$ cat src/rtl/pps_pkg.sv
// Shared types, codes and reset values for the power pulse sequencer.
// Depends on nothing; imported by every module of the block.
package pps_pkg;

    // Defaults for the top-level parameters
    localparam int NUM_CHANNELS_DEF = 2;
    localparam int TIMER_BITS_DEF   = 16;

    // Field widths fixed by the stream format
    localparam int CFG_W       = 16;
    localparam int CFG_IDX_W   = 3;
    localparam int S_TDATA_W   = 8;
    localparam int M_TDATA_W   = 16;
    localparam int OUT_CH      = 2;

    // Command codes carried on s_tuser
    localparam logic CMD_TICK = 1'b0;
    localparam logic CMD_REQ  = 1'b1;

    // Timing register indexes
    localparam logic [CFG_IDX_W-1:0] CFG_ON_DELAY   = 3'd0;
    localparam logic [CFG_IDX_W-1:0] CFG_ON_HOLD    = 3'd1;
    localparam logic [CFG_IDX_W-1:0] CFG_ON_SETTLE  = 3'd2;
    localparam logic [CFG_IDX_W-1:0] CFG_OFF_DELAY  = 3'd3;
    localparam logic [CFG_IDX_W-1:0] CFG_OFF_HOLD   = 3'd4;
    localparam logic [CFG_IDX_W-1:0] CFG_OFF_SETTLE = 3'd5;

    // Timing register reset values
    localparam logic [CFG_W-1:0] ON_DELAY_RST   = 16'd100;
    localparam logic [CFG_W-1:0] ON_HOLD_RST    = 16'd1000;
    localparam logic [CFG_W-1:0] ON_SETTLE_RST  = 16'd3000;
    localparam logic [CFG_W-1:0] OFF_DELAY_RST  = 16'd100;
    localparam logic [CFG_W-1:0] OFF_HOLD_RST   = 16'd3000;
    localparam logic [CFG_W-1:0] OFF_SETTLE_RST = 16'd3000;

    typedef enum logic [1:0] {
        PH_DELAY  = 2'd0,
        PH_HOLD   = 2'd1,
        PH_SETTLE = 2'd2
    } phase_t;

    typedef struct packed {
        logic [CFG_W-1:0] on_delay;
        logic [CFG_W-1:0] on_hold;
        logic [CFG_W-1:0] on_settle;
        logic [CFG_W-1:0] off_delay;
        logic [CFG_W-1:0] off_hold;
        logic [CFG_W-1:0] off_settle;
    } cfg_t;

    // Per-channel command for the item being processed
    typedef struct packed {
        logic fire;     // item is processed this cycle
        logic tick;     // item is a time tick
        logic req;      // item is a request naming this channel
        logic turn_on;  // requested direction
    } step_t;

    // Per-channel state after the step
    typedef struct packed {
        logic key;
        logic powered;
        logic busy;
        logic finished;
        logic started;
    } chan_stat_t;

endpackage

$ cat src/rtl/module_power_pulse_sequencer.sv
// Path: an item accepted on s_ passes the input register, then the result register, whose
// contents are valid on m_; ticks and power requests alike.
// Throughput: one item per cycle; a channel's next state is one increment and
// one 16-bit compare from its registers. s_tready drops only while a result waits.
// Reset: aresetn synchronous, active low; all channels off and idle, timing
// registers back to their defaults, both stream stages empty.
module module_power_pulse_sequencer
    import pps_pkg::*;
#(
    parameter int NUM_CHANNELS = NUM_CHANNELS_DEF,
    parameter int TIMER_BITS   = TIMER_BITS_DEF
) (
    input  logic                 aclk,
    input  logic                 aresetn,
    // request stream
    input  logic                 s_tvalid,
    output logic                 s_tready,
    input  logic [S_TDATA_W-1:0] s_tdata,   // [0] channel, [1] turn_on, rest zero
    input  logic                 s_tuser,   // cmd: 0 tick, 1 power request
    // result stream
    output logic                 m_tvalid,
    input  logic                 m_tready,
    output logic [M_TDATA_W-1:0] m_tdata,   // [1:0] key_lines, [3:2] powered,
                                            // [5:4] busy_res, [7:6] finished,
                                            // [8] started, rest zero
    // timing register writes
    input  logic                 cfg_valid,
    output logic                 cfg_ready,
    input  logic [CFG_IDX_W-1:0] cfg_index,
    input  logic [CFG_W-1:0]     cfg_data
);

    localparam int PAD_W = NUM_CHANNELS + OUT_CH;

    cfg_t cfg;

    logic in_valid_reg, in_valid_next;
    logic in_cmd_reg;
    logic in_chan_reg;
    logic in_on_reg;
    logic fire;

    logic                 out_valid_reg, out_valid_next;
    logic [M_TDATA_W-1:0] out_data_reg,  out_data_next;

    step_t      step  [NUM_CHANNELS];
    chan_stat_t stat  [NUM_CHANNELS];

    logic [NUM_CHANNELS-1:0] key_vec, pwr_vec, busy_vec, fin_vec, start_vec;
    logic [PAD_W-1:0]        key_pad, pwr_pad, busy_pad, fin_pad;

    assign cfg_ready = 1'b1;

    pps_cfg_regs u_cfg (
        .aclk     (aclk),
        .aresetn  (aresetn),
        .wr_en    (cfg_valid && cfg_ready),
        .wr_index (cfg_index),
        .wr_data  (cfg_data),
        .cfg      (cfg)
    );

    // Process the held request when the result register is free or draining
    assign fire     = in_valid_reg && (!out_valid_reg || m_tready);
    assign s_tready = !in_valid_reg || fire;

    always_comb begin
        in_valid_next = in_valid_reg;
        if (s_tready) begin
            in_valid_next = s_tvalid;
        end
    end

    always_ff @(posedge aclk) begin
        if (!aresetn) begin
            in_valid_reg <= 1'b0;
        end else begin
            in_valid_reg <= in_valid_next;
        end
    end

    always_ff @(posedge aclk) begin
        if (s_tvalid && s_tready) begin
            in_cmd_reg  <= s_tuser;
            in_chan_reg <= s_tdata[0];
            in_on_reg   <= s_tdata[1];
        end
    end

    for (genvar i = 0; i < NUM_CHANNELS; i++) begin : g_chan
        always_comb begin
            step[i].fire    = fire;
            step[i].tick    = (in_cmd_reg == CMD_TICK);
            step[i].req     = (in_cmd_reg == CMD_REQ) && (i < OUT_CH)
                              && (in_chan_reg == 1'(i));
            step[i].turn_on = in_on_reg;
        end

        pps_channel #(
            .TIMER_BITS (TIMER_BITS)
        ) u_chan (
            .aclk    (aclk),
            .aresetn (aresetn),
            .step    (step[i]),
            .cfg     (cfg),
            .stat    (stat[i])
        );

        assign key_vec[i]   = stat[i].key;
        assign pwr_vec[i]   = stat[i].powered;
        assign busy_vec[i]  = stat[i].busy;
        assign fin_vec[i]   = stat[i].finished;
        assign start_vec[i] = stat[i].started;
    end

    // Drop channels beyond the result width, zero-fill when there are fewer
    assign key_pad  = PAD_W'(key_vec);
    assign pwr_pad  = PAD_W'(pwr_vec);
    assign busy_pad = PAD_W'(busy_vec);
    assign fin_pad  = PAD_W'(fin_vec);

    always_comb begin
        out_valid_next = out_valid_reg;
        out_data_next  = out_data_reg;
        if (fire) begin
            out_valid_next = 1'b1;
            out_data_next  = M_TDATA_W'({|start_vec, fin_pad[OUT_CH-1:0],
                                         busy_pad[OUT_CH-1:0], pwr_pad[OUT_CH-1:0],
                                         key_pad[OUT_CH-1:0]});
        end else if (m_tready) begin
            out_valid_next = 1'b0;
        end
    end

    always_ff @(posedge aclk) begin
        if (!aresetn) begin
            out_valid_reg <= 1'b0;
        end else begin
            out_valid_reg <= out_valid_next;
        end
    end

    always_ff @(posedge aclk) begin
        out_data_reg <= out_data_next;
    end

    assign m_tvalid = out_valid_reg;
    assign m_tdata  = out_data_reg;

endmodule

$ cat src/rtl/pps_cfg_regs.sv
// Timing register file of the power pulse sequencer: six shared tick counts.
// Depends on pps_pkg for the register indexes, reset values and cfg_t.
module pps_cfg_regs
    import pps_pkg::*;
(
    input  logic                 aclk,
    input  logic                 aresetn,
    input  logic                 wr_en,
    input  logic [CFG_IDX_W-1:0] wr_index,
    input  logic [CFG_W-1:0]     wr_data,
    output cfg_t                 cfg
);

    cfg_t cfg_reg;
    cfg_t cfg_next;

    always_comb begin
        cfg_next = cfg_reg;
        if (wr_en) begin
            unique case (wr_index)
                CFG_ON_DELAY:   cfg_next.on_delay   = wr_data;
                CFG_ON_HOLD:    cfg_next.on_hold    = wr_data;
                CFG_ON_SETTLE:  cfg_next.on_settle  = wr_data;
                CFG_OFF_DELAY:  cfg_next.off_delay  = wr_data;
                CFG_OFF_HOLD:   cfg_next.off_hold   = wr_data;
                CFG_OFF_SETTLE: cfg_next.off_settle = wr_data;
                default:        cfg_next = cfg_reg;   // drop writes beyond the list
            endcase
        end
    end

    always_ff @(posedge aclk) begin
        if (!aresetn) begin
            cfg_reg.on_delay   <= ON_DELAY_RST;
            cfg_reg.on_hold    <= ON_HOLD_RST;
            cfg_reg.on_settle  <= ON_SETTLE_RST;
            cfg_reg.off_delay  <= OFF_DELAY_RST;
            cfg_reg.off_hold   <= OFF_HOLD_RST;
            cfg_reg.off_settle <= OFF_SETTLE_RST;
        end else begin
            cfg_reg <= cfg_next;
        end
    end

    assign cfg = cfg_reg;

endmodule

$ cat src/rtl/pps_channel.sv
// One channel of the power pulse sequencer: phase, tick timer and power state.
// Depends on pps_pkg for phase_t, step_t, cfg_t and chan_stat_t.
module pps_channel
    import pps_pkg::*;
#(
    parameter int TIMER_BITS = TIMER_BITS_DEF
) (
    input  logic       aclk,
    input  logic       aresetn,
    input  step_t      step,
    input  cfg_t       cfg,
    output chan_stat_t stat
);

    localparam int CMP_W = (TIMER_BITS > CFG_W) ? TIMER_BITS : CFG_W;
    localparam logic [TIMER_BITS-1:0] TIMER_MAX = {TIMER_BITS{1'b1}};

    phase_t                phase_reg,   phase_next;
    logic [TIMER_BITS-1:0] elapsed_reg, elapsed_next;
    logic                  power_reg,   power_next;
    logic                  busy_reg,    busy_next;
    logic                  key_reg,     key_next;
    logic                  fin_next;
    logic                  start_next;

    logic [TIMER_BITS-1:0] elapsed_inc;
    logic [CFG_W-1:0]      thr;
    logic                  thr_valid;
    logic                  reached;

    // Threshold of the current phase for the direction being sequenced
    always_comb begin
        thr       = '0;
        thr_valid = 1'b1;
        unique case (phase_reg)
            PH_DELAY:  thr = power_reg ? cfg.off_delay  : cfg.on_delay;
            PH_HOLD:   thr = power_reg ? cfg.off_hold   : cfg.on_hold;
            PH_SETTLE: thr = power_reg ? cfg.off_settle : cfg.on_settle;
            default:   thr_valid = 1'b0;   // count on, never advance
        endcase
    end

    assign elapsed_inc = (elapsed_reg == TIMER_MAX) ? elapsed_reg
                                                    : elapsed_reg + TIMER_BITS'(1);
    assign reached     = thr_valid && (CMP_W'(elapsed_inc) >= CMP_W'(thr));

    // Next state
    always_comb begin
        phase_next   = phase_reg;
        elapsed_next = elapsed_reg;
        power_next   = power_reg;
        busy_next    = busy_reg;
        key_next     = key_reg;
        fin_next     = 1'b0;
        start_next   = 1'b0;
        if (step.fire && step.tick && busy_reg) begin
            elapsed_next = elapsed_inc;
            if (reached) begin
                elapsed_next = '0;
                unique case (phase_reg)
                    PH_DELAY: begin
                        key_next   = 1'b1;
                        phase_next = PH_HOLD;
                    end
                    PH_HOLD: begin
                        key_next   = 1'b0;
                        phase_next = PH_SETTLE;
                    end
                    default: begin
                        phase_next = PH_DELAY;
                        power_next = ~power_reg;
                        busy_next  = 1'b0;
                        fin_next   = 1'b1;
                    end
                endcase
            end
        end else if (step.fire && step.req && (power_reg != step.turn_on)) begin
            // a repeat request keeps phase and key, restarts the phase timer
            busy_next    = 1'b1;
            elapsed_next = '0;
            start_next   = 1'b1;
        end
    end

    // Outputs: state as it stands after this step
    always_comb begin
        stat.key      = key_next;
        stat.powered  = power_next;
        stat.busy     = busy_next;
        stat.finished = fin_next;
        stat.started  = start_next;
    end

    always_ff @(posedge aclk) begin
        if (!aresetn) begin
            phase_reg   <= PH_DELAY;
            elapsed_reg <= '0;
            power_reg   <= 1'b0;
            busy_reg    <= 1'b0;
            key_reg     <= 1'b0;
        end else begin
            phase_reg   <= phase_next;
            elapsed_reg <= elapsed_next;
            power_reg   <= power_next;
            busy_reg    <= busy_next;
            key_reg     <= key_next;
        end
    end

endmodule

$ cat config.mk
export PLATFORM = sky130hd
export DESIGN_NAME = module_power_pulse_sequencer
export DESIGN_NICKNAME = d
export VERILOG_FILES = /design/src/rtl/pps_pkg.sv /design/src/rtl/module_power_pulse_sequencer.sv /design/src/rtl/pps_cfg_regs.sv /design/src/rtl/pps_channel.sv
export SDC_FILE = /design/constraint.sdc
export NUM_CORES = 1
export LEC_CHECK = 0
export BUFFER_PORTS_ARGS = -buffer_cell sky130_fd_sc_hd__buf_2
export CELL_PAD_IN_SITES_DETAIL_PLACEMENT = 0
export CELL_PAD_IN_SITES_GLOBAL_PLACEMENT = 2
export CORE_ASPECT_RATIO = 1.5
export CORE_MARGIN = 1.5
export CORE_UTILIZATION = 37
export DETAILED_ROUTE_END_ITERATION = 10
export GPL_TIMING_DRIVEN = 0
export PLACE_DENSITY = 0.84
export SYNTH_ARGS = -nofsm -noshare
export SYNTH_HDL_FRONTEND = slang
export SYNTH_SLANG_ARGS = --single-unit
$ cat constraint.sdc
create_clock -name aclk -period 4.7 [get_ports aclk]
set_input_delay 0.235 -clock aclk [delete_from_list [all_inputs] [get_ports aclk]]
set_output_delay 0.235 -clock aclk [all_outputs]
set_load 0.05 [all_outputs]
==> metrics.md, run 1 <==
| Metric | Value |
|---|---|
| Area of the core | `23100 um2` |
| # fillers | `2409` |
| Synth Cell Area | `8700 um2` |
| Tmin final | `4500 ps` |
| Vias per cell | `5.38` |
| Initial Util | `37.7%` |
| Critical path peak fanout | `10` |
| Initial antenna violation count | `0` |
| Startpoint types | `register` |
| Aggregate routed wire length | `30.2 mm` |
| Reg2Reg Setup Slack | `200 ps` |
| Slew @ Worst Pin | `1010 ps` |
| H-tree levels | `4` |
| Fin nets | `1236` |
| TNS Setup | `0 ps` |
| Critical Path AT | `4820 ps` |
| Wirelength per Cell | `20.2 um` |
| Max rail drop VDD | `0.000258 V` |
| Fin crit share | `95.7%` |
| Antenna Nets Post-Route | `0` |
| CTS Buf Count | `17` |
| Gr ovfl total | `0` |
| Worst clock skew | `9.04 ps` |
| Commonest non-fill, non-tap cell in the layout | `nand2_1` |
| Worst skew pair latency | `440 ps` |
| Worst Hold Depth | `3` |
| Post-route DRC violation count | `0` |
| Total die area | `24400 um2` |
| Max Cap Viol | `0` |
| Fmax | `222 MHz` |
| RSZ-0062 raised after global routing | `no` |
| Crit-path max cell delay | `720 ps` |
| Slowest CP cell | `clkbuf_1` |
| Launch point of the worst reg-to-reg path | `g_chan[0].u_chan.phase_reg[1]` |
| Via count | `8048` |
| I/O pin count | `52` |
| Dpl ws | `-26.5 ps` |
| Async S/R FF share, synth | `0%` |
| Post-route setup slack | `204 ps` |
| CTS clock-pin slew for the worst setup and hold paths | `70 ps` |
| Worst Hold Path EP | `in_valid_reg` |
| Rows | `68` |
| Post-DP HPWL | `22.5 mm` |
| Cells after Synth | `1104` |
| Status | `finished clean` |
| Most frequent cells in the layout | `nand2_1 (300), dfxtp_1 (140), a21oi_1 (90)` |
| # clock sinks | `152` |
| CP endpoint kind | `register` |
| Reg2reg end | `g_chan[0].u_chan.elapsed_reg[7]` |
| First-pass DRT Iterations | `5` |
| Largest register FFs | `96` |
| Synth Area per Inst | `7.88 um2` |
| Antenna Cells | `0` |
| R2R cell count | `13` |
| Gpl congestion | `0.901` |
| Chip Width | `128 um` |
| Seq cells post-synth | `152` |
| Hold crit path type | `in2reg` |
| Fraction of layout cells with a size suffix above 1 | `9.56%` |
| First-pass GRT wire length | `45.3 mm` |
| EDFF count, synth | `12` |
| Slew margin rel. | `32.1%` |
| Setup CP Type | `reg2reg` |
| Clock tree buffer depth | `2` |
| Starting DRT DRC Count | `558` |
| Distinct cells, synth | `67` |
| Power Dens Cells | `301 nW/um2` |
| Most used DFF post-synth | `dfxtp_1` |
| GRT Total Usage | `25.3%` |
| Largest net degree at the start of global routing | `17` |
| Synthesis warning total | `0` |
| TritonCTS clock tree | `built` |
| Fin util | `43.1%` |
| Sequential share of the synthesized area | `36.4%` |
| Total power draw | `2990 uW` |
| Leakage power | `0.00358 uW` |
| # setup viols final | `0` |
| Final Max Tran Viols | `0` |
| Worst min-delay path startpoint | `s_tvalid` |
| Die Span Y | `191 um` |
| Root Driver | `clkbuf_16` |
| Post-CTS Setup Bufs | `0` |
| Vias in the first global route | `7495` |
| Fin. Hold Viols | `0` |
| Req. time, crit path | `5020 ps` |
| CP cell instances | `clkbuf_1 -> clkbuf_1 -> mux2i_1 -> o21ai_0 -> o21ai_0 -> ha_1 -> nand4_1 -> nor4_2 -> a311oi_1 -> a21oi_2 -> buf_2 -> nor2_1 -> a221o_1` |
| I/O Buffers | `37` |
| Area Growth Syn to Fin | `14.3%` |
| Worst hold margin | `17.6 ps` |
==> worst max path at each step <==
stage	start	to	slack, ps	cells past startpoint
floorplan	g_chan[1].u_chan.elapsed_reg[0]	g_chan[1].u_chan.elapsed_reg[13]	1200	15
global placement	g_chan[1].u_chan.phase_reg[0]	g_chan[1].u_chan.elapsed_reg[15]	-50	12
detailed placement	g_chan[1].u_chan.phase_reg[0]	g_chan[1].u_chan.elapsed_reg[14]	-30	12
CTS	g_chan[0].u_chan.phase_reg[1]	g_chan[0].u_chan.elapsed_reg[7]	30	13
global route	g_chan[0].u_chan.phase_reg[1]	g_chan[0].u_chan.elapsed_reg[7]	20	13
finish	g_chan[0].u_chan.phase_reg[1]	g_chan[0].u_chan.elapsed_reg[7]	200	13
==> cell families after synthesis <==
| group | synth area share [%] |
|---|---|
| simple gates | 23.9 |
| other cells | 0.0864 |
| buf+inv | 4.30 |
| flops | 36.4 |
| fa+ha+maj | 4.89 |
| mux | 8.94 |
| xor+xnor | 2.72 |
| compound gates | 18.8 |
==> what timing repair did <==
action,in CTS,in global routing
hold buffers,3,0
gates resized for setup,1,6
hold endpoints to repair,3,0
endpoints found under the setup margin,8,32
pin swaps,0,0
==> final cells by class <==
cell class | count | area, um2 | area share [%]
Buffer | 75 | 329 | 3.31
Inverter | 13 | 48.8 | 0.491
Tap cell | 315 | 394 | 3.97
Multi-Input combinational cell | 870 | 5190 | 52.2
Timing Repair Buffer | 40 | 215 | 2.17
Clock inverter | 13 | 169 | 1.70
Sequential cell | 152 | 3160 | 31.8
Clock buffer | 19 | 433 | 4.36
==> Yosys cell counts, types with 13 or more instances <==
cell type | n | area, um2
a21oi_1 | 90 | 450
clkbuf_1 | 52 | 195
dfxtp_1 | 140 | 2800
ha_1 | 34 | 425
inv_1 | 13 | 48.8
mux2i_1 | 63 | 631
nand2_1 | 300 | 1130
nand3_1 | 50 | 250
nor2_1 | 44 | 165
nor3_1 | 14 | 70.1
o211ai_1 | 32 | 240
o21ai_0 | 64 | 320
xnor2_1 | 16 | 140
==> where the power goes <==
part	internal (uW)	total [uW]	switching [uW]	leakage [uW]
sequential	1330	1350	20.6	0.00125
combinational	55.8	199	143	0.00204
clock	842	1440	598	0.000283
==> worst max-delay path, delay by kind of cell, from the launching register on <==
family	cells	cell delay [ps]
adder cells (fa/ha/maj)	1	350
AND/OR/NAND/NOR	3	560
multiplexers	1	160
AO/OA/AOI/OAI	5	1590
buffers and inverters	3	1390
flip-flops	1	310
==> layer usage <==
metal / global-route usage [%] / vias up / wire [um]
li1: - / 4004 / -
met1: 29.0 / 3785 / 12300
met2: 43.9 / 204 / 15000
met3: 3.40 / 55 / 929
met4: 16.4 / 0 / 2010
met5: 0 / - / 0
==> stage by stage <==
stage | instances | area, um2
finish | 1497 | 9940
global route | 1497 | 9940
CTS | 1497 | 9930
detailed placement | 1462 | 9300
global placement | 1462 | 9300
floorplan | 1110 | 8720
Note: power is estimated with default switching activity, not from simulation.
==> run 2: changes to the inputs <==
BUFFER_PORTS_ARGS = not set   (was -buffer_cell sky130_fd_sc_hd__buf_2)
CORE_ASPECT_RATIO = 1.75   (was 1.5)
CORE_UTILIZATION = 38   (was 37)
DONT_BUFFER_PORTS = 1   (was not set)
MAX_ROUTING_LAYER = met4   (was not set)
PLACE_DENSITY = 0.82   (was 0.84)
==> run 2 against run 1 <==
Fmax about the same; die area down 2.5%; via count is 0.80% higher; sequential power about the same; first-iteration DRC count shrank 9.9%; non-clock buffer count shrank 20; total power up 1.3%; clock power is 3% higher; critical path depth did not move; clock skew up 2.4 ps; largest power group unchanged; highest routed layer unchanged.
==> metrics.md, run 2 (synthesis gave the netlist of run 1 again) <==
| Metric | Value |
|---|---|
| Status | `finished clean` |
| Cell repeated most along the worst path | `o21ai_0` |
| Worst min-delay path startpoint | `m_tready` |
| Rows | `73` |
| Largest net degree at the start of global routing | `17` |
| Area Growth Syn to Fin | `13.9%` |
| Most frequent cells in the layout | `nand2_1 (300), dfxtp_1 (140), a21oi_1 (90)` |
| Worst hold margin | `22.4 ps` |
| CP cell instances | `clkbuf_1 -> clkbuf_2 -> mux2i_1 -> o21ai_0 -> o21ai_0 -> ha_1 -> nand4_1 -> nor4_2 -> a311oi_1 -> a21oi_2 -> buf_2 -> nor2_1 -> a221o_1` |
| Fraction of layout cells with a size suffix above 1 | `6.28%` |
| Worst clock skew | `11.4 ps` |
| Setup CP Type | `reg2reg` |
| CTS Buf Count | `17` |
| TNS Setup | `0 ps` |
| Starting DRT DRC Count | `503` |
| Area of the core | `22600 um2` |
| Leakage power | `0.00351 uW` |
| RSZ-0062 raised after global routing | `no` |
| Gr ovfl total | `0` |
| Initial antenna violation count | `2` |
| Initial Util | `38.5%` |
| Power Dens Cells | `306 nW/um2` |
| Clock tree buffer depth | `2` |
| Largest register FFs | `96` |
| Worst skew pair latency | `460 ps` |
| First-pass DRT Iterations | `5` |
| Tmin final | `4500 ps` |
| CP endpoint kind | `register` |
| Final Max Tran Viols | `0` |
| Aggregate routed wire length | `31.3 mm` |
| Critical path peak fanout | `10` |
| Startpoint types | `register` |
| GRT Total Usage | `27.6%` |
| Total power draw | `3030 uW` |
| Slowest CP cell | `o21ai_0` |
| Post-CTS Setup Bufs | `0` |
| CP Launch Point | `g_chan[0].u_chan.phase_reg[1]` |
| Crit-path max cell delay | `600 ps` |
| Via count | `8112` |
| Total die area | `23800 um2` |
| I/O pin count | `52` |
| Launch point of the worst reg-to-reg path | `g_chan[0].u_chan.phase_reg[1]` |
| Chip Width | `117 um` |
| Slew @ Worst Pin | `1150 ps` |
| Commonest non-fill, non-tap cell in the layout | `nand2_1` |
| Hold crit path type | `in2reg` |
| Wirelength per Cell | `21.4 um` |
| Slew margin rel. | `22.6%` |
| Gpl congestion | `0.935` |
| Fin. Hold Viols | `0` |
| Root Driver | `clkbuf_16` |
| Fin nets | `1216` |
| Vias per cell | `5.55` |
| Post-route DRC violation count | `0` |
| Antenna Cells | `0` |
| TritonCTS clock tree | `built` |
| First-pass GRT wire length | `47.1 mm` |
| Fin crit share | `95.7%` |
| Max rail drop VDD | `0.000252 V` |
| Vias in the first global route | `7662` |
| # setup viols final | `0` |
| Req. time, crit path | `5040 ps` |
| CTS clock-pin slew for the worst setup and hold paths | `70 ps` |
| Fmax | `222 MHz` |
| # clock sinks | `152` |
| Max Cap Viol | `0` |
| # fillers | `2374` |
| Antenna Nets Post-Route | `0` |
| Post-DP HPWL | `23.3 mm` |
| H-tree levels | `4` |
| Critical Path AT | `4840 ps` |
| Die Span Y | `203 um` |
| I/O Buffers | `0` |
## run 2: changes by cell type in the layout (fill, tap and decap cells not counted)
cell | before | now
a211oi_1 | 5 | 6
a211oi_2 | 3 | 2
buf_2 | 46 | 8
bufinv_16 | 3 | 4
clkbuf_1 | 52 | 51
clkbuf_2 | 2 | 4
clkinv_1 | 1 | 4
clkinvlp_4 | 3 | 2
dlygate4sd3_1 | 3 | 20
inv_6 | 4 | 1
## run 2: layout make-up
type / instances / area (um2) / share of cell area [%]
flip-flops and latches: 152 / 3160 / 31.9
clock buffers: 19 / 433 / 4.37
well taps: 300 / 375 / 3.79
repair buffers: 20 / 200 / 2.02
plain buffers: 75 / 330 / 3.33
inverters: 13 / 48.8 / 0.492
multi-input cells: 870 / 5180 / 52.3
clock inverters: 13 / 176 / 1.78
## run 2: worst max-delay path: cells and delay by family (launching register included)
| kind | cells | cell delay, ps |
|---|---|---|
| buffers and inverters | 3 | 1170 |
| adders and majority gates | 1 | 370 |
| muxes | 1 | 140 |
| and+or+nand+nor | 3 | 700 |
| AOI/OAI and AO/OA | 5 | 1690 |
| DFF | 1 | 310 |
## run 2: per-stage QoR
step / util [%] / cell area [um2] / std cells / setup WS [ps]
floorplan: - / 8720 / 1110 / 1200
global placement: 40.3 / 9090 / 1410 / -118
detailed placement: 40.3 / 9090 / 1410 / -101
CTS: 43.9 / 9900 / 1462 / 55.5
global route: 43.9 / 9910 / 1462 / 3.73
finish: 43.9 / 9910 / 1462 / 202
## run 2: worst paths after layout
check	to	slack, ps	cells after the start
min reg2reg	u_cfg.cfg[83]	470	2
max reg2reg	g_chan[0].u_chan.elapsed_reg[7]	200	13
min	m_tvalid	20	3
max	g_chan[0].u_chan.elapsed_reg[7]	200	13
## run 2: timing repair
item,4_1_cts,5_1_grt
endpoints found under the hold margin,100,0
resized for setup,1,7
hold buffers,20,0
endpoints found under the setup margin,6,25
## run 2: power by group
group | switching, uW | internal (uW)
Combinational | 129 | 55.5
Clock | 597 | 883
Sequential | 33.1 | 1330
## run 2: layer usage
metal	vias up	global-route usage, %	share of wire (%)
met5	-	-	0
met4	0	20.3	7.3
li1	3962	-	-
met3	75	3.12	2.9
met1	3866	28.9	39
met2	209	47.9	51
==> run 3: changes to the inputs <==
--- a/config.mk
+++ b/config.mk
@@ -16,4 +16,5 @@
 export MAX_ROUTING_LAYER = met4
 export PLACE_DENSITY = 0.82
+export REMOVE_ABC_BUFFERS = 1
 export SYNTH_ARGS = -nofsm -noshare
 export SYNTH_HDL_FRONTEND = slang
==> constraint.sdc (replaced) <==
create_clock -name aclk -period 4.7 [get_ports aclk]
set_input_delay 0.705 -clock aclk [delete_from_list [all_inputs] [get_ports aclk]]
set_output_delay 0.705 -clock aclk [all_outputs]
set_load 0.05 [all_outputs]
==> run 3 against run 2 <==
Clock power fell by 12%; hold slack improved by 330 ps; critical path depth fell by 1; sequential power barely moved; design area fell by 3.8%; sequential share of layout area rose by 1.4 points; register-to-register slack got worse by 60 ps; die area did not move; global-route usage fell by 3.6 points; count of clock-buffer cells in the layout fell by 2; setup slack got worse by 63 ps; critical path type unchanged; largest cell class unchanged; largest power group is now sequential cells; highest routed layer unchanged.
==> metrics.md, run 3 (synthesis gave the netlist of run 1 again) <==
| Metric | Value |
|---|---|
| Antenna Cells | `0` |
| Fin nets | `1131` |
| First-pass DRT Iterations | `5` |
| Via count | `7552` |
| CTS clock-pin slew for the worst setup and hold paths | `60 ps` |
| Fmax | `219 MHz` |
| TNS Setup | `0 ps` |
| Req. time, crit path | `5030 ps` |
| Commonest non-fill, non-tap cell in the layout | `nand2_1` |
| CP endpoint kind | `register` |
| Fin util | `42.2%` |
| CTS Hold Bufs | `0` |
| CP cell instances | `inv_1 -> nor2_4 -> nand2_1 -> o211ai_1 -> o21ai_0 -> ha_1 -> nand4_2 -> nor3_1 -> or4b_4 -> a32oi_2 -> nor2_1 -> a22o_1` |
| Final Non-Filler Cells | `1377` |
| RSZ-0062 raised after global routing | `no` |
| Final Max Tran Viols | `0` |
| I/O Buffers | `0` |
| I/O pin count | `52` |
| Critical Path AT | `4890 ps` |
| Startpoint types | `register` |
| Critical path peak fanout | `35` |
| Max Cap Viol | `0` |
| Area of the core | `22600 um2` |
| Worst skew pair latency | `440 ps` |
| Post-DP HPWL | `18.1 mm` |
| Gpl congestion | `0.811` |
| Leakage power | `0.00331 uW` |
| Largest net degree at the start of global routing | `67` |
| Fin. Hold Viols | `0` |
| # clock sinks | `152` |
| Max rail drop VDD | `0.000239 V` |
| H-tree levels | `4` |
| Reg2Reg Setup Slack | `140 ps` |
| Initial Util | `38.5%` |
| Worst hold margin | `351 ps` |
| Post-route DRC violation count | `0` |
| Rows | `73` |
| Most frequent cells in the layout | `nand2_1 (300), dfxtp_1 (134), a21oi_1 (90)` |
| Worst clock skew | `7.56 ps` |
| Fin crit share | `97.1%` |
| Antenna Nets Post-Route | `0` |
| Power Dens Cells | `293 nW/um2` |
| Total die area | `23800 um2` |
| Setup CP Type | `reg2reg` |
| Wirelength per Cell | `19.8 um` |
| Hold crit path type | `in2reg` |
| Root Driver | `clkbuf_16` |
| Chip Width | `117 um` |
| Slew margin rel. | `23.3%` |
| # setup viols final | `0` |
| Placed cell count | `1344` |
| TritonCTS clock tree | `built` |
| # fillers | `2378` |
| Slowest CP cell | `dfxtp_4` |
| Starting DRT DRC Count | `340` |
| Crit-path max cell delay | `670 ps` |
| Fraction of layout cells with a size suffix above 1 | `7.34%` |
| GRT Total Usage | `24.0%` |
| Clock tree buffer depth | `2` |
| First-pass GRT wire length | `42.2 mm` |
| Aggregate routed wire length | `27.2 mm` |
| Gr ovfl total | `0` |
| Multi-input logic area | `5230 um2` |
| Die Span Y | `203 um` |
| Largest register FFs | `96` |
| Slew @ Worst Pin | `1150 ps` |
| Tmin final | `4560 ps` |
| Status | `finished clean` |
| Vias in the first global route | `7451` |
| Area Growth Syn to Fin | `9.61%` |
| Initial antenna violation count | `0` |
| Vias per cell | `5.48` |
| CTS Buf Count | `17` |
| Reg area | `3180 um2` |
==> run 3: final cells by class <==
type	instances	area share, %
clock buffers	17	4.46
clock inverters	15	1.16
inverters	13	0.538
multi-input cells	871	54.9
flip-flops and latches	152	33.3
well taps	300	3.94
repair buffers	9	1.67
==> run 3: per-layer routing <==
metal | vias to the layer above | GRT usage (%) | share of wire [%]
met2 | 136 | 44.5 | 53
li1 | 3776 | - | -
met3 | 42 | 3.96 | 3.4
met5 | - | - | 0
met4 | 0 | 9.57 | 2.5
met1 | 3598 | 25.1 | 41
==> run 3: report_power, final <==
| group | internal, uW | switching, uW | total (uW) |
|---|---|---|---|
| clock network | 717 | 578 | 1300 |
| logic | 41.4 | 94.3 | 136 |
| registers | 1330 | 31.1 | 1360 |
==> run 3: metrics by stage <==
step           setup slack, ps  cell area (um2)  power [uW]
6_report                   138             9530        2790
5_1_grt                   3.65             9530        2880
4_1_cts                    115             9530        2810
3_5_place_dp              -399             8970        1530
3_3_place_gp             -2740             8770        1520
2_1_floorplan              290             8390        1480
==> run 3: what timing repair did <==
item | CTS | global route
setup endpoints to repair | 17 | 0
resized for setup | 5 | 0
setup buffers | 0 | 0
==> run 3: path summary, 6_finish.rpt <==
check             cells after the start                                to                           from
hold / removal                        1                     u_cfg.cfg[70]                        aresetn
hold reg to reg                       2                     u_cfg.cfg[47]                  u_cfg.cfg[47]
setup / recovery                     12  g_chan[1].u_chan.elapsed_reg[12]  g_chan[1].u_chan.phase_reg[1]
setup reg to reg                     12  g_chan[1].u_chan.elapsed_reg[12]  g_chan[1].u_chan.phase_reg[1]
==> run 3: worst max-delay path: cells and delay by family (launching register included) <==
family                   cells  cell delay, ps
AND/OR/NAND/NOR              6            1770
buffers and inverters        1             280
flip-flops                   1             670
AO/OA/AOI/OAI                4            1260
adder cells (fa/ha/maj)      1             430
